## config.mk

```make
export PLATFORM = sky130hd
export DESIGN_NAME = gradient_centroid_subpixel_edge
export DESIGN_NICKNAME = d
export VERILOG_FILES = /design/src/rtl/gcse_pkg.sv /design/src/rtl/gcse_front.sv /design/src/rtl/gcse_prep.sv /design/src/rtl/gcse_cell.sv /design/src/rtl/gcse_out.sv /design/src/rtl/gradient_centroid_subpixel_edge.sv
export SDC_FILE = /design/constraint.sdc
export NUM_CORES = 1
export LEC_CHECK = 0
export ABC_AREA = 1
export BUFFER_PORTS_ARGS = -buffer_cell sky130_fd_sc_hd__buf_4
export CORE_MARGIN = 4
export CORE_UTILIZATION = 50
export DETAILED_ROUTE_END_ITERATION = 6
export PLACE_DENSITY = 0.77
export REMOVE_ABC_BUFFERS = 1
export SKIP_LAST_GASP = 1
export SYNTH_ARGS = -nofsm -noshare
export SYNTH_HDL_FRONTEND = slang
export SYNTH_HIERARCHICAL = 1
export SYNTH_SLANG_ARGS = --single-unit
```

## constraint.sdc

```tcl
create_clock -name clk -period 95.9 [get_ports clk]
set_input_delay 28.77 -clock clk [delete_from_list [all_inputs] [get_ports clk]]
set_output_delay 28.77 -clock clk [all_outputs]
set_load 0.01 [all_outputs]
```

## src/rtl/gcse_pkg.sv

```systemverilog
// ----------------------------------------------------------------------------
// gcse_pkg
// shared widths, tap indexes and pipeline sideband for the subpixel edge block
// ----------------------------------------------------------------------------
package gcse_pkg;

    localparam int GRAD_W = 9;
    localparam int TAPS   = 5;
    localparam int SUM_W  = 12;
    localparam int MAG_W  = 11;
    localparam int OUT_W  = 11;

    localparam int TAP_M2 = 0;
    localparam int TAP_M1 = 1;
    localparam int TAP_C  = 2;
    localparam int TAP_P1 = 3;
    localparam int TAP_P2 = 4;

    typedef logic signed [GRAD_W-1:0] grad_t;
    typedef logic [TAPS-1:0][GRAD_W-1:0] grad_vec_t;

    typedef struct packed {
        logic vertical;
        logic dzero;
        logic neg;
        logic ovf;
    } gcse_side_t;

endpackage

```

## src/rtl/gcse_front.sv

```systemverilog
// ----------------------------------------------------------------------------
// gcse_front
// picks the axis and forms the weighted sums and their magnitudes
// ----------------------------------------------------------------------------
module gcse_front
    import gcse_pkg::*;
#(
    parameter int HALF_WINDOW = 2
)
(
    input  logic               clk,
    input  logic               rst_n,
    input  logic               in_valid,
    input  grad_vec_t          gx,
    input  grad_vec_t          gy,
    input  logic               adv_dn,
    output logic               adv,
    output logic               v,
    output logic [MAG_W-1:0]   an,
    output logic [MAG_W-1:0]   ad,
    output gcse_side_t         side
);

    localparam bit USE_OUTER = (HALF_WINDOW >= 2);

    logic                     v_reg;
    logic [MAG_W-1:0]         an_reg, an_next;
    logic [MAG_W-1:0]         ad_reg, ad_next;
    gcse_side_t               side_reg, side_next;

    logic signed [GRAD_W:0]   cx, cy;
    logic [GRAD_W:0]          agx, agy;
    logic                     vertical;
    logic signed [SUM_W-1:0]  ge [TAPS];
    logic signed [SUM_W-1:0]  num, den, num_abs, den_abs;

    assign adv = !v_reg || adv_dn;

    always_comb
    begin
        cx       = (GRAD_W+1)'(signed'(gx[TAP_C]));
        cy       = (GRAD_W+1)'(signed'(gy[TAP_C]));
        agx      = cx[GRAD_W] ? (GRAD_W+1)'(-cx) : (GRAD_W+1)'(cx);
        agy      = cy[GRAD_W] ? (GRAD_W+1)'(-cy) : (GRAD_W+1)'(cy);
        vertical = agy > agx;
        for (int i = 0; i < TAPS; i++)
        begin
            ge[i] = vertical ? SUM_W'(signed'(gy[i])) : SUM_W'(signed'(gx[i]));
        end
        num = ge[TAP_P1] - ge[TAP_M1];
        den = ge[TAP_M1] + ge[TAP_C] + ge[TAP_P1];
        if (USE_OUTER)
        begin
            num = num + ((ge[TAP_P2] - ge[TAP_M2]) <<< 1);
            den = den + ge[TAP_M2] + ge[TAP_P2];
        end
        num_abs = num[SUM_W-1] ? -num : num;
        den_abs = den[SUM_W-1] ? -den : den;
        an_next = num_abs[MAG_W-1:0];
        ad_next = den_abs[MAG_W-1:0];
        side_next.vertical = vertical;
        side_next.dzero    = (den == '0);
        side_next.neg      = num[SUM_W-1] ^ den[SUM_W-1];
        side_next.ovf      = 1'b0;
    end

    always_ff @(posedge clk or negedge rst_n)
    begin
        if (!rst_n)
        begin
            v_reg <= 1'b0;
        end
        else if (adv)
        begin
            v_reg <= in_valid;
        end
    end

    always_ff @(posedge clk)
    begin
        if (adv)
        begin
            an_reg   <= an_next;
            ad_reg   <= ad_next;
            side_reg <= side_next;
        end
    end

    assign v    = v_reg;
    assign an   = an_reg;
    assign ad   = ad_reg;
    assign side = side_reg;

endmodule

```

## src/rtl/gcse_prep.sv

```systemverilog
// ----------------------------------------------------------------------------
// gcse_prep
// builds the rounded dividend and divisor and flags quotient overflow
// ----------------------------------------------------------------------------
module gcse_prep
    import gcse_pkg::*;
#(
    parameter int FRAC_BITS = 8
)
(
    input  logic                            clk,
    input  logic                            rst_n,
    input  logic                            v_in,
    input  logic [MAG_W-1:0]                an,
    input  logic [MAG_W-1:0]                ad,
    input  gcse_side_t                      side_in,
    input  logic                            adv_dn,
    output logic                            adv,
    output logic                            v_out,
    output logic [MAG_W+FRAC_BITS+3:0]      rem_out,
    output logic [MAG_W:0]                  d_out,
    output gcse_side_t                      side_out
);

    localparam int QB = FRAC_BITS + 3;
    localparam int NW = MAG_W + FRAC_BITS + 4;

    logic              v_reg;
    logic [NW-1:0]     rem_reg, rem_next;
    logic [MAG_W:0]    d_reg, d_next;
    gcse_side_t        side_reg, side_next;
    logic [NW-1:0]     d_top;

    assign adv = !v_reg || adv_dn;

    // dividend 2*an*2^F + ad over divisor 2*ad gives round half away from zero
    always_comb
    begin
        rem_next      = (NW'(an) << (FRAC_BITS + 1)) + NW'(ad);
        d_next        = {ad, 1'b0};
        d_top         = NW'(d_next) << QB;
        side_next     = side_in;
        side_next.ovf = (rem_next >= d_top);
    end

    always_ff @(posedge clk or negedge rst_n)
    begin
        if (!rst_n)
        begin
            v_reg <= 1'b0;
        end
        else if (adv)
        begin
            v_reg <= v_in;
        end
    end

    always_ff @(posedge clk)
    begin
        if (adv)
        begin
            rem_reg  <= rem_next;
            d_reg    <= d_next;
            side_reg <= side_next;
        end
    end

    assign v_out    = v_reg;
    assign rem_out  = rem_reg;
    assign d_out    = d_reg;
    assign side_out = side_reg;

endmodule

```

## src/rtl/gcse_cell.sv

```systemverilog
// ----------------------------------------------------------------------------
// gcse_cell
// one restoring division step, resolves one quotient bit
// ----------------------------------------------------------------------------
module gcse_cell
    import gcse_pkg::*;
#(
    parameter int FRAC_BITS = 8,
    parameter int SHIFT     = 0
)
(
    input  logic                            clk,
    input  logic                            rst_n,
    input  logic                            v_in,
    input  logic [MAG_W+FRAC_BITS+3:0]      rem_in,
    input  logic [MAG_W:0]                  d_in,
    input  logic [FRAC_BITS+2:0]            q_in,
    input  gcse_side_t                      side_in,
    input  logic                            adv_dn,
    output logic                            adv,
    output logic                            v_out,
    output logic [MAG_W+FRAC_BITS+3:0]      rem_out,
    output logic [MAG_W:0]                  d_out,
    output logic [FRAC_BITS+2:0]            q_out,
    output gcse_side_t                      side_out
);

    localparam int QB = FRAC_BITS + 3;
    localparam int NW = MAG_W + FRAC_BITS + 4;

    logic              v_reg;
    logic [NW-1:0]     rem_reg, rem_next;
    logic [MAG_W:0]    d_reg;
    logic [QB-1:0]     q_reg, q_next;
    gcse_side_t        side_reg;
    logic [NW-1:0]     d_sh;
    logic              take;

    assign adv = !v_reg || adv_dn;

    always_comb
    begin
        d_sh     = NW'(d_in) << SHIFT;
        take     = (rem_in >= d_sh);
        rem_next = take ? (rem_in - d_sh) : rem_in;
        q_next   = q_in | (QB'(take) << SHIFT);
    end

    always_ff @(posedge clk or negedge rst_n)
    begin
        if (!rst_n)
        begin
            v_reg <= 1'b0;
        end
        else if (adv)
        begin
            v_reg <= v_in;
        end
    end

    always_ff @(posedge clk)
    begin
        if (adv)
        begin
            rem_reg  <= rem_next;
            d_reg    <= d_in;
            q_reg    <= q_next;
            side_reg <= side_in;
        end
    end

    assign v_out    = v_reg;
    assign rem_out  = rem_reg;
    assign d_out    = d_reg;
    assign q_out    = q_reg;
    assign side_out = side_reg;

endmodule

```

## src/rtl/gcse_out.sv

```systemverilog
// ----------------------------------------------------------------------------
// gcse_out
// saturates and signs the quotient and holds the result transaction
// ----------------------------------------------------------------------------
module gcse_out
    import gcse_pkg::*;
#(
    parameter int HALF_WINDOW = 2,
    parameter int FRAC_BITS   = 8
)
(
    input  logic                      clk,
    input  logic                      rst_n,
    input  logic                      v_in,
    input  logic [FRAC_BITS+2:0]      q_in,
    input  gcse_side_t                side_in,
    input  logic                      out_stall,
    output logic                      adv,
    output logic                      out_valid,
    output logic [OUT_W-1:0]          offset_x,
    output logic [OUT_W-1:0]          offset_y,
    output logic                      along_column,
    output logic                      valid_res
);

    localparam int QB = FRAC_BITS + 3;
    localparam int VW = (QB + 1 > OUT_W) ? QB + 1 : OUT_W;

    logic                 v_reg;
    logic [OUT_W-1:0]     offset_x_reg, offset_x_next;
    logic [OUT_W-1:0]     offset_y_reg, offset_y_next;
    logic                 along_column_reg;
    logic                 valid_res_reg, valid_res_next;

    logic [QB-1:0]        lim, one, mag;
    logic                 sat;
    logic signed [VW-1:0] mag_ext, sval;
    logic [OUT_W-1:0]     off;

    assign adv = !v_reg || !out_stall;

    always_comb
    begin
        lim     = QB'(HALF_WINDOW) << FRAC_BITS;
        one     = QB'(1) << FRAC_BITS;
        sat     = side_in.ovf || (q_in > lim);
        mag     = sat ? lim : q_in;
        mag_ext = signed'(VW'(mag));
        sval    = side_in.neg ? -mag_ext : mag_ext;
        off     = side_in.dzero ? '0 : sval[OUT_W-1:0];
        offset_x_next  = side_in.vertical ? '0 : off;
        offset_y_next  = side_in.vertical ? off : '0;
        valid_res_next = !side_in.dzero && !sat && (mag < one);
    end

    always_ff @(posedge clk or negedge rst_n)
    begin
        if (!rst_n)
        begin
            v_reg <= 1'b0;
        end
        else if (adv)
        begin
            v_reg <= v_in;
        end
    end

    always_ff @(posedge clk)
    begin
        if (adv)
        begin
            offset_x_reg     <= offset_x_next;
            offset_y_reg     <= offset_y_next;
            along_column_reg <= side_in.vertical;
            valid_res_reg    <= valid_res_next;
        end
    end

    assign out_valid    = v_reg;
    assign offset_x     = offset_x_reg;
    assign offset_y     = offset_y_reg;
    assign along_column = along_column_reg;
    assign valid_res    = valid_res_reg;

endmodule

```

## src/rtl/gradient_centroid_subpixel_edge.sv

```systemverilog
// a transaction passes the registered front, prep, division cell and output stages in that order
// throughput: one transaction per cycle while out_stall is low; each stage moves when the next one is empty or moving
// the division is a chain of FRAC_BITS + 3 restoring cells, one quotient bit per cell
// reset clears every stage valid bit; payload registers are not reset
// ----------------------------------------------------------------------------
// gradient_centroid_subpixel_edge
// gradient-weighted centroid refinement of one edge pixel to subpixel offsets
// ----------------------------------------------------------------------------
module gradient_centroid_subpixel_edge
    import gcse_pkg::*;
#(
    parameter int HALF_WINDOW = 2,
    parameter int FRAC_BITS   = 8
)
(
    input  logic                     clk,
    input  logic                     rst_n,
    input  logic                     in_valid,
    output logic                     in_stall,
    input  logic signed [GRAD_W-1:0] row_gx_m2,
    input  logic signed [GRAD_W-1:0] row_gx_m1,
    input  logic signed [GRAD_W-1:0] row_gx_c,
    input  logic signed [GRAD_W-1:0] row_gx_p1,
    input  logic signed [GRAD_W-1:0] row_gx_p2,
    input  logic signed [GRAD_W-1:0] col_gy_m2,
    input  logic signed [GRAD_W-1:0] col_gy_m1,
    input  logic signed [GRAD_W-1:0] col_gy_c,
    input  logic signed [GRAD_W-1:0] col_gy_p1,
    input  logic signed [GRAD_W-1:0] col_gy_p2,
    output logic                     out_valid,
    input  logic                     out_stall,
    output logic signed [OUT_W-1:0]  offset_x,
    output logic signed [OUT_W-1:0]  offset_y,
    output logic                     along_column,
    output logic                     valid_res
);

    localparam int QB = FRAC_BITS + 3;
    localparam int NW = MAG_W + FRAC_BITS + 4;

    grad_vec_t          gx, gy;
    logic               front_adv, front_v;
    logic [MAG_W-1:0]   front_an, front_ad;
    gcse_side_t         front_side;

    // index 0 is the prep stage output, index j+1 the output of cell j
    logic               c_v    [QB+1];
    logic [NW-1:0]      c_rem  [QB+1];
    logic [MAG_W:0]     c_d    [QB+1];
    logic [QB-1:0]      c_q    [QB+1];
    gcse_side_t         c_side [QB+1];
    logic               c_adv  [QB+1];
    logic               out_adv;
    logic [OUT_W-1:0]   off_x, off_y;

    assign gx = {row_gx_p2, row_gx_p1, row_gx_c, row_gx_m1, row_gx_m2};
    assign gy = {col_gy_p2, col_gy_p1, col_gy_c, col_gy_m1, col_gy_m2};
    assign in_stall = !front_adv;

    gcse_front #(
        .HALF_WINDOW (HALF_WINDOW)
    ) u_front (
        .clk      (clk),
        .rst_n    (rst_n),
        .in_valid (in_valid),
        .gx       (gx),
        .gy       (gy),
        .adv_dn   (c_adv[0]),
        .adv      (front_adv),
        .v        (front_v),
        .an       (front_an),
        .ad       (front_ad),
        .side     (front_side)
    );

    gcse_prep #(
        .FRAC_BITS (FRAC_BITS)
    ) u_prep (
        .clk      (clk),
        .rst_n    (rst_n),
        .v_in     (front_v),
        .an       (front_an),
        .ad       (front_ad),
        .side_in  (front_side),
        .adv_dn   (c_adv[1]),
        .adv      (c_adv[0]),
        .v_out    (c_v[0]),
        .rem_out  (c_rem[0]),
        .d_out    (c_d[0]),
        .side_out (c_side[0])
    );

    assign c_q[0] = '0;

    for (genvar j = 0; j < QB; j++)
    begin : g_cell
        logic adv_dn;

        assign adv_dn = (j == QB - 1) ? out_adv : c_adv[j+2 > QB ? QB : j+2];

        gcse_cell #(
            .FRAC_BITS (FRAC_BITS),
            .SHIFT     (QB - 1 - j)
        ) u_cell (
            .clk      (clk),
            .rst_n    (rst_n),
            .v_in     (c_v[j]),
            .rem_in   (c_rem[j]),
            .d_in     (c_d[j]),
            .q_in     (c_q[j]),
            .side_in  (c_side[j]),
            .adv_dn   (adv_dn),
            .adv      (c_adv[j+1]),
            .v_out    (c_v[j+1]),
            .rem_out  (c_rem[j+1]),
            .d_out    (c_d[j+1]),
            .q_out    (c_q[j+1]),
            .side_out (c_side[j+1])
        );
    end

    gcse_out #(
        .HALF_WINDOW (HALF_WINDOW),
        .FRAC_BITS   (FRAC_BITS)
    ) u_out (
        .clk          (clk),
        .rst_n        (rst_n),
        .v_in         (c_v[QB]),
        .q_in         (c_q[QB]),
        .side_in      (c_side[QB]),
        .out_stall    (out_stall),
        .adv          (out_adv),
        .out_valid    (out_valid),
        .offset_x     (off_x),
        .offset_y     (off_y),
        .along_column (along_column),
        .valid_res    (valid_res)
    );

    assign offset_x = signed'(off_x);
    assign offset_y = signed'(off_y);

endmodule

```

## After elaboration in Yosys (flattened, before gate mapping)

Index checks and enable logic that the tools add are counted.

- Register bits after elaboration: 596
- Input bits: 94
- Output and inout port bits: 26

- Bitwise gates (word level): 11
- Reduce and logical (&&, ||, !) cells: 36
- Add/sub/neg operators: 23
- Mux-type cells: 22
- Magnitude comparators: 15

Operator list:

| operator | number |
|---|---|
| $mux W23 | 10 |
| $add A12 B12 Y12 | 5 |
| $mux W12 | 5 |
| $mux W11 | 5 |
| $neg A11 Y11 | 3 |
| $ge A23 B12 Y1 | 1 |
| $ge A23 B13 Y1 | 1 |
| $ge A23 B14 Y1 | 1 |
| $ge A23 B15 Y1 | 1 |
| $ge A23 B16 Y1 | 1 |
| $ge A23 B17 Y1 | 1 |
| $ge A23 B18 Y1 | 1 |
| $ge A23 B19 Y1 | 1 |
| $ge A23 B20 Y1 | 1 |
| $ge A23 B21 Y1 | 1 |
| $ge A23 B22 Y1 | 1 |
| $ge A23 B23 Y1 | 1 |
| $sub A23 B13 Y23 | 1 |
| $sub A23 B14 Y23 | 1 |
| $sub A23 B15 Y23 | 1 |
| $sub A23 B16 Y23 | 1 |
| $sub A23 B17 Y23 | 1 |
| $sub A23 B18 Y23 | 1 |
| $sub A23 B19 Y23 | 1 |
| other kinds (26) | 60 |

## Longest topological paths before layout

Gate-level depths: netlist (run 1).

- Word-level depth: 16
- Depth in mapped cells: 46
- Depth with buffers taken out: 42

## By module

Netlist (run 1), hierarchy kept.

By module, submodules not included:

| module | instances | area an instance (µm²) | cells an instance |
|---|---|---|---|
| gcse_front | 1 | 5,081.1 | 727 |
| gcse_cell (g_cell[8].u_cell) | 1 | 3,088.0 | 327 |
| gcse_cell (g_cell[10].u_cell) | 1 | 3,060.4 | 345 |
| gcse_cell (g_cell[9].u_cell) | 1 | 3,040.4 | 334 |
| gcse_cell (g_cell[7].u_cell) | 1 | 2,912.8 | 321 |
| gcse_cell (g_cell[6].u_cell) | 1 | 2,861.5 | 329 |
| gcse_cell (g_cell[4].u_cell) | 1 | 2,856.5 | 327 |
| gcse_cell (g_cell[2].u_cell) | 1 | 2,807.7 | 319 |
| gcse_cell (g_cell[0].u_cell) | 1 | 2,768.9 | 274 |
| gcse_cell (g_cell[5].u_cell) | 1 | 2,751.4 | 304 |
| gcse_cell (g_cell[3].u_cell) | 1 | 2,687.6 | 288 |
| gcse_cell (g_cell[1].u_cell) | 1 | 2,677.6 | 292 |
| gcse_prep | 1 | 1,547.7 | 158 |
| gcse_out | 1 | 1,282.5 | 128 |
| gradient_centroid_subpixel_edge | 1 | 7.5 | 2 |

## Worst setup path after synthesis (run 1)

Ideal clock, no wire load.

- Path kind: in2out
- Start: in out_stall
- End: out in_stall
- Buffers on the path: 0
- Arrival: 44.717 ns
- Slack: 22.413 ns
- Cell stages on the path: 28
- Path through: nand2_1 > inv_1 > nand2_1 > inv_1 > nand2_1 > inv_1 > nand2_1 > inv_1 > nand2_1 > inv_1 > nand2_1 > inv_1 > nand2_1 > inv_1 > nand2_1 > inv_1 > nand2_1 > inv_1 > nand2_1 > inv_1 > nand2_1 > inv_1 > nand2_1 > inv_1 > nand2_1 > inv_1 > nand2_1 > inv_1

RTL lines:

| what | line | RTL |
|---|---|---|
| from (decl) | gradient_centroid_subpixel_edge.sv:31 | `input logic out_stall,` |
| to (decl) | gradient_centroid_subpixel_edge.sv:19 | `output logic in_stall,` |

==> out/metrics.cfg, run 1 <==
[cts]
root_buffer=clkbuf_16
path_clk_slew_ns=0.05
worstSkewPairLatency_ns=0.59
cts_sinks=605
tritoncts=built
cts_setup_buffers=0
cts_resized=0
cts_max_level=3
cts_hold_buf=0
clockBufferDepth=3
cts_buffers=66

[outcome]
status=finished, final reports clean

[logic_synthesis]
synth_cells=4253
syn_area_per_cell_um2=8.794
netlist_area_mm2=0.03740
yosys_warnings=6

[global_route]
grt_usage=0.2094
grt_remaining_overflow=0
antenna_found_initial=1
grt_max_degree=62
grt_first_pass_wirelength_um=133400
grt_pass1_vias=26788

[drt]
routed_wl_um=82980
routed_via_density=5.074
drt.antenna.violating_nets=0
drtIter0Drc=1828
wl_per_cell_um=15.28
route.detailed.drc=0
first_pass_iters=6
num_vias=27559

[critical_path]
crit_required_ns=67.13
cpPeakStageDelay_ns=0.83
worstSetupPathType=primary input to output port
crit_arrival_ns=36.35
worstSetupEndpointType=output port
cp_max_fo=52
crit_path_top_delay_cell=nand2_2
rrSetupSlack_ns=87.90
cpMostUsedCell=inv_1
start_kind=primary input

[pwr]
swShare=0.4488
peakVddDrop_mv=0.05189
clockPowerShare=0.156
p_leak_uw=0.01967
switching_power_uw=718.5
comb_power_share=0.535
p_int_uw=882.3
power_density_mw_per_mm2=38.74
power_frac_seq=0.310
p_total_uw=1601

[timing]
relSlewSlack=0.2224
finalHoldViolations=0
setup_viol=0
fmax_ghz=0.01536
worst_pin_slew_ns=1.162
finalSetupTns_ns=0
rsz0062_at_grt=false
period_share=0.6791
finClkSkew_ns=0.02657
drv_slew=0
setup_slack_ns=30.78
finalCriticalPeriod_ns=65.12

[floorplanning]
die_h_um=281.5
die_w_um=281.5
start_util=0.5032
ios=120
core_mm2=0.07432
dieArea_mm2=0.07924
rows=100

[final_layout]
postLayoutCellArea_mm2=0.04132
final_util=0.5559
drive_gt1_frac=0.1291
largest_reg_flops=230
nFillCells=6462
finalNetCount=4741
area_growth_pct=10.47

[placement]
gp_congestion=0.9485
hpwlAfterDp_um=65220
dpl_cell_area_mm2=0.03916
io_buffers=119
place_ws_ns=30.59

[run]
max_cap_violations=0

[worst_hold_path]
hp-class=flop to flop

==> cell type report <==
cell class / count / area [um^2] / area share
Multi-Input combinational cell: 2815 / 15890 / 0.3846
Timing Repair Buffer: 129 / 968.4 / 0.02344
Clock inverter: 38 / 381.6 / 0.009236
Inverter: 792 / 2989 / 0.07234
Antenna cell: 1 / 2.502 / 0.00006056
Sequential cell: 605 / 18100 / 0.4380
Tap cell: 969 / 1212 / 0.02934
Clock buffer: 82 / 1775 / 0.04297
==> final timing paths <==
kind / depth (start not counted) / end / from
max: 35 / in_stall / out_stall
min reg2reg: 0 / g_cell[6].u_cell/side_out[3] / g_cell[5].u_cell/side_out[3]
min in group asynchronous: 1 / u_out/out_valid / rst_n
max in group asynchronous: 1 / u_front/v / rst_n
min: 0 / g_cell[6].u_cell/side_out[3] / g_cell[5].u_cell/side_out[3]
max reg2reg: 32 / u_front/an[10] / u_out/out_valid
==> routing by layer <==
metal / routed length, um / track usage / vias up
met3: 3176 / 0.02517 / 168
met4: 2903 / 0.07705 / 0
met5: 0 / 0 / -
met1: 32800 / 0.2392 / 12815
met2: 44090 / 0.4008 / 704
li1: - / - / 13872
==> power by group through the flow <==
stage	sequential, uW	clock, uW	combinational [uW]
final	496	249	856
after CTS	497	254	848
after global placement	499	0	823
after floorplan	469	0	660
after global routing	504	266	971
after detailed placement	501	0	843
==> critical path, delay by kind of cell <==
family,cells,cell delay [ns]
AND/OR/NAND/NOR,14,3.65
buffers and inverters,21,3.83
==> cell usage in the layout, fill, tap and decap left out, types with 47 or more instances in the layout <==
| master | n |
|---|---|
| a21oi_1 | 91 |
| buf_4 | 129 |
| clkbuf_16 | 69 |
| edfxtp_1 | 591 |
| ha_1 | 193 |
| inv_1 | 740 |
| inv_2 | 47 |
| nand2_1 | 1310 |
| nand2_2 | 111 |
| nand3_1 | 231 |
| nand4_1 | 52 |
| nor2_1 | 293 |
| o21ai_0 | 47 |
| xor2_1 | 98 |
==> per-stage QoR <==
step | hold slack [ns] | std cells
detailed placement | 0.4045 | 5310
global route | 0.3986 | 5431
floorplan | 0.4003 | 4212
global placement | 0.4003 | 5310
finish | 0.3947 | 5431
CTS | 0.3916 | 5430
No activity file was read; power rests on OpenSTA's default activity.
==> run 2, diff against run 1 <==
- PLACE_DENSITY: 0.77 -> 0.8
- clock period: 95.9 -> 52.8 ns (I/O delays scaled with it)
==> run 2 against run 1 <==
  * Sequential cell count unchanged
  * First-iteration DRC count increased by 15%
  * Combinational power increased by 82%
  * Clock power increased by 64%
  * Die area unchanged
  * Worst hold slack got worse by 0.020 ns
  * Largest cell class unchanged
  * Highest routed layer unchanged
  * Cell area decreased by 0.56%
  * Clock-buffer cell count decreased by 6
  * Register-to-register slack got worse by 45 ns
  * Final cell count decreased by 0.15%
  * Clock skew increased by 0.024 ns
==> out/metrics.cfg, run 2 (same netlist as run 1, synthesis figures left out) <==
[cts]
cts_max_level=2  ; was 3
cts_setup_buffers=0  ; unchanged
clockBufferDepth=3  ; unchanged
root_buffer=clkbuf_16  ; unchanged
cts_sinks=605  ; unchanged
cts_buffers=61  ; was 66
worstSkewPairLatency_ns=0.65  ; was 0.59 ns
cts_hold_buf=0  ; unchanged
cts_resized=0  ; unchanged
tritoncts=built  ; unchanged
path_clk_slew_ns=0.06  ; was 0.05 ns

[timing]
setup_viol=0  ; unchanged
finalSetupTns_ns=0  ; unchanged
finClkSkew_ns=0.05021  ; was 0.02657 ns
rsz0062_at_grt=false  ; unchanged
finalHoldViolations=0  ; unchanged
worst_pin_slew_ns=1.163  ; was 1.162 ns
drv_slew=0  ; unchanged
holdWs_ns=0.3749  ; was 0.3947 ns
relSlewSlack=0.2216  ; was 0.2224
period_share=0.7728
fmax_ghz=0.02451
finalCriticalPeriod_ns=40.81

[global_route]
grt_pass1_vias=26622  ; was 26788
grt.busiest_layer=met2  ; unchanged
antenna_found_initial=0  ; was 1
grt_usage=0.2076  ; was 0.2094
gr-usage-met2=0.3866  ; was 0.4008
met3_usage=0.02608  ; was 0.02517
grt_remaining_overflow=0  ; unchanged
gr-usage-met1=0.2439  ; was 0.2392
grt_max_degree=62  ; unchanged
grt_first_pass_wirelength_um=133000  ; was 133400 um

[pwr]
power_density_mw_per_mm2=69.84  ; was 38.74 mW/mm^2
power_frac_seq=0.314  ; was 0.310
peakVddDrop_mv=0.07949  ; was 0.05189 mV
p_leak_uw=0.01954  ; was 0.01967 uW
switching_power_uw=1305  ; was 718.5 uW
comb_power_share=0.543  ; was 0.535
p_int_uw=1564  ; was 882.3 uW
p_total_uw=2870  ; was 1601 uW
clockPowerShare=0.143  ; was 0.156
swShare=0.4549  ; was 0.4488

[critical_path]
cpPeakStageDelay_ns=0.87  ; was 0.83 ns
worstSetupPathType=primary input to output port  ; unchanged
rrSetupSlack_ns=42.85  ; was 87.90 ns
crit_required_ns=36.96  ; was 67.13 ns
crit_arrival_ns=24.97  ; was 36.35 ns
worstSetupEndpointType=output port  ; unchanged
start_kind=primary input  ; unchanged
crit_path_top_delay_cell=nand2_2  ; unchanged
cp_max_fo=52  ; unchanged
cpMostUsedCell=inv_1  ; unchanged

[final_layout]
drive_gt1_frac=0.1266  ; was 0.1291
layout_commonest_cell=nand2_1  ; unchanged
finalNetCount=4736  ; was 4741
area_growth_pct=9.855  ; was 10.47%
largest_reg_flops=230  ; unchanged
final_cells=5423  ; was 5431
diodes=0  ; was 1
final_cell_mix=nand2_1 (1310), inv_1 (740), edfxtp_1 (591)  ; unchanged

[drt]
routed_wl_um=82820  ; was 82980 um
first_pass_iters=6  ; unchanged
drtIter0Drc=2108  ; was 1828
routed_via_density=5.069  ; was 5.074
drt.antenna.violating_nets=0  ; unchanged
num_vias=27490  ; was 27559
wl_per_cell_um=15.27  ; was 15.28 um
route.detailed.drc=0  ; unchanged

[outcome]
status=finished, final reports clean  ; unchanged

[placement]
gp_congestion=0.9640  ; was 0.9485
dp_cells=5310  ; unchanged
hpwlAfterDp_um=65710  ; was 65220 um
io_buffers=119  ; unchanged

[floorplanning]
die_h_um=281.5  ; unchanged
ios=120  ; unchanged
start_util=0.5032  ; unchanged
core_mm2=0.07432  ; unchanged
dieArea_mm2=0.07924  ; unchanged
rows=100  ; unchanged
die_w_um=281.5  ; unchanged

[run]
max_cap_violations=0  ; unchanged

[worst_hold_path]
hp-class=flop to flop  ; unchanged

==> run 2: cell count changes in the layout (fill, tap and decap cells not counted), sizes merged <==
cell	before	now
clkbuf	82	76
bufinv	5	2
diode	1	0
clkinvlp	5	7
==> run 2: final timing paths <==
path	start	to	cells after the start
setup / recovery	out_stall	in_stall	37
hold / removal	g_cell[5].u_cell/q_out[9]	g_cell[6].u_cell/q_out[9]	0
setup reg to reg	u_out/out_valid	u_front/ad[8]	35
hold reg to reg	g_cell[5].u_cell/q_out[9]	g_cell[6].u_cell/q_out[9]	0
max in group asynchronous	rst_n	u_front/v	1
min in group asynchronous	rst_n	u_out/out_valid	1
==> run 2: metal layers <==
metal  vias up  share of wire
met2       804           0.52
met1     12642           0.40
met4         0          0.039
li1      13843              -
met5         -              0
met3       201          0.047
==> run 2: power groups by stage <==
| stage | sequential (uW) | clock [uW] | combinational [uW] |
|---|---|---|---|
| after global routing | 917 | 440 | 1760 |
| after floorplan | 851 | 0 | 1200 |
| after global placement | 907 | 0 | 1490 |
| after detailed placement | 912 | 0 | 1530 |
| final | 902 | 409 | 1560 |
| after CTS | 904 | 417 | 1540 |
==> run 2: cell type report <==
type | count | area [um^2]
Fill cell | 6549 | 33230
Sequential cell | 605 | 18100
Multi-Input combinational cell | 2815 | 15890
Inverter | 792 | 2989
Clock buffer | 76 | 1603
Tap cell | 969 | 1212
Timing Repair Buffer | 129 | 968.4
Clock inverter | 37 | 325.3
==> run 2: worst max-delay path: cells and delay by family <==
kind	cells	cell delay [ns]
buf+inv	23	5.20
simple gates	14	3.81
==> run 2: stage by stage <==
step,util,area (um^2),setup WS (ns)
floorplan,-,36950,5.942
global placement,0.5269,39160,12.03
detailed placement,0.5269,39160,11.80
CTS,0.5528,41090,11.75
global route,0.5528,41090,10.86
finish,0.5528,41090,11.99
==> run 3, diff against run 2 <==
- ABC_AREA: 1 -> 0
- PLACE_DENSITY: 0.8 -> 0.77
- clock period: 52.8 -> 41.6 ns (I/O delays scaled with it)
==> run 3 against run 2 <==
  * Synthesized cell count shrank 38%
  * Clock-buffer cell count is 11 lower
  * Die area down 10%
  * Worst hold slack improved by 0.040 ns
  * Routed wire length down 16%
  * Final cell count is 32% lower
  * Critical path type unchanged
  * Sequential cell count did not move
  * Largest cell class unchanged
  * Critical endpoint unchanged
  * Clock skew is 0.031 ns lower
  * Highest routed layer unchanged
  * Utilization rose by 1.1 points
==> out/metrics.cfg, run 3 <==
[critical_path]
worstSetupEndpointType=output port  ; unchanged
ff2ff_path_depth=24  ; was 35
crit_buf_inv=12  ; was 23
crit_arrival_ns=21.23  ; was 24.97 ns
cp-startpoint=out_stall  ; unchanged
cpPeakStageDelay_ns=1.02  ; was 0.87 ns
crit_path_top_delay_cell=nand2b_1  ; was nand2_2
cpMostUsedCell=buf_4  ; was inv_1
rrSetupSlack_ns=32.13  ; was 42.85 ns
crit_family=buffers and inverters  ; unchanged
start_kind=primary input  ; unchanged
rr_startpoint=u_out/out_valid  ; unchanged
worstSetupPathType=primary input to output port  ; unchanged
r2r_end=u_front/an[1]  ; was u_front/ad[8]
cp_max_fo=52  ; unchanged
crit_required_ns=29.12  ; was 36.96 ns

[cts]
cts_hold_buf=0  ; unchanged
cts_resized=0  ; unchanged
cts_sinks=605  ; unchanged
root_buffer=clkbuf_16  ; unchanged
clockBufferDepth=3  ; unchanged
path_clk_slew_ns=0.06  ; about the same
tritoncts=built  ; unchanged
cts_setup_buffers=0  ; unchanged
cts_max_level=2  ; unchanged
worstSkewPairLatency_ns=0.61  ; was 0.65 ns
cts_buffers=58  ; was 61

[logic_synthesis]
yosys_warnings=6  ; unchanged
synth_cells=2650  ; was 4253
syn_area_per_cell_um2=12.65  ; was 8.794 um^2
netlist_area_mm2=0.03352  ; was 0.03740 mm^2

[global_route]
grt_usage=0.1933  ; was 0.2076
antenna_found_initial=0  ; unchanged
grt_first_pass_wirelength_um=111300  ; was 133000 um
grt_pass1_vias=21476  ; was 26622
grt_remaining_overflow=0  ; unchanged
grt_max_degree=53  ; was 62

[worst_hold_path]
whs_path_depth=0  ; unchanged
hp-class=flop to flop  ; unchanged
hp-start=g_cell[9].u_cell/q_out[4]  ; was g_cell[5].u_cell/q_out[9]
min_to=g_cell[10].u_cell/q_out[4]  ; was g_cell[6].u_cell/q_out[9]

[final_layout]
final_cell_mix=edfxtp_1 (591), inv_1 (253), ha_1 (193)  ; was nand2_1 (1310), inv_1 (740), edfxtp_1 (591)
final_cells=3713  ; was 5423
nFillCells=5172  ; was 6549
area_growth_pct=11.10  ; was 9.855%
largest_reg_flops=230  ; unchanged
layout_commonest_cell=edfxtp_1  ; was nand2_1
finalNetCount=3132  ; was 4736
drive_gt1_frac=0.1576  ; was 0.1266
diodes=0  ; unchanged

[floorplanning]
die_h_um=266.9  ; was 281.5 um
die_w_um=266.9  ; was 281.5 um
core_mm2=0.06610  ; was 0.07432 mm^2
ios=120  ; unchanged
rows=94  ; was 100
dieArea_mm2=0.07125  ; was 0.07924 mm^2
start_util=0.5071  ; was 0.5032

[drt]
route.detailed.drc=0  ; unchanged
num_vias=21081  ; was 27490
drtIter0Drc=1681  ; was 2108
routed_via_density=5.678  ; was 5.069
drt.antenna.violating_nets=0  ; unchanged
routed_wl_um=69250  ; was 82820 um
first_pass_iters=6  ; unchanged
wl_per_cell_um=18.65  ; was 15.27 um

[timing]
relSlewSlack=0.1734  ; was 0.2216
period_share=0.8104
finClkSkew_ns=0.01924  ; was 0.05021 ns
worst_pin_slew_ns=1.240  ; was 1.163 ns
finalSetupTns_ns=0  ; unchanged
setup_viol=0  ; unchanged
finalHoldViolations=0  ; unchanged
drv_slew=0  ; unchanged
rsz0062_at_grt=false  ; unchanged
finalCriticalPeriod_ns=33.71
fmax_ghz=0.02966

[placement]
io_buffers=119  ; unchanged
dp_cells=3604  ; was 5310
gp_congestion=0.9892  ; was 0.9640
hpwlAfterDp_um=52580  ; was 65710 um

[outcome]
status=finished, final reports clean  ; unchanged

[run]
max_cap_violations=0  ; unchanged

-- run 3: worst max-delay path by stage --
stage	endpoint	slack [ns]	cells after the start
final	in_stall	7.89	26
after global routing	in_stall	6.91	26
after CTS	in_stall	7.63	26
after detailed placement	in_stall	7.70	26
after global placement	in_stall	8.11	26
after floorplan	in_stall	-0.48	15
-- run 3: area by class of cell --
cell class                      instances  area, um^2  area share
Tap cell                              864        1081     0.02903
Inverter                              256       963.4     0.02587
Sequential cell                       605       18100      0.4859
Clock buffer                           65        1529     0.04105
Multi-Input combinational cell       1747       14140      0.3798
Timing Repair Buffer                  132       991.0     0.02661
Clock inverter                         44       436.7     0.01173
-- run 3: per-layer routing --
| layer | up-vias | GRT usage | wire length [um] |
|---|---|---|---|
| met5 | - | 0 | 0 |
| met4 | 0 | 0.08581 | 3308 |
| met1 | 10179 | 0.2247 | 27280 |
| li1 | 10079 | - | - |
| met3 | 202 | 0.02434 | 2705 |
| met2 | 621 | 0.3576 | 35950 |
-- run 3: through the flow --
stage / hold slack, ns / setup slack (ns) / util / area, um^2
after floorplan: 0.4003 / -0.4787 / - / 33180
after global placement: 0.4032 / 8.108 / 0.5337 / 35280
after detailed placement: 0.4045 / 7.698 / 0.5337 / 35280
after CTS: 0.4166 / 7.634 / 0.5634 / 37240
after global routing: 0.4195 / 6.909 / 0.5634 / 37240
final: 0.4153 / 7.887 / 0.5634 / 37240
Power of run 3 is not shown: default switching activity piles up to over one toggle a cycle in this logic, so the estimate is an artifact.
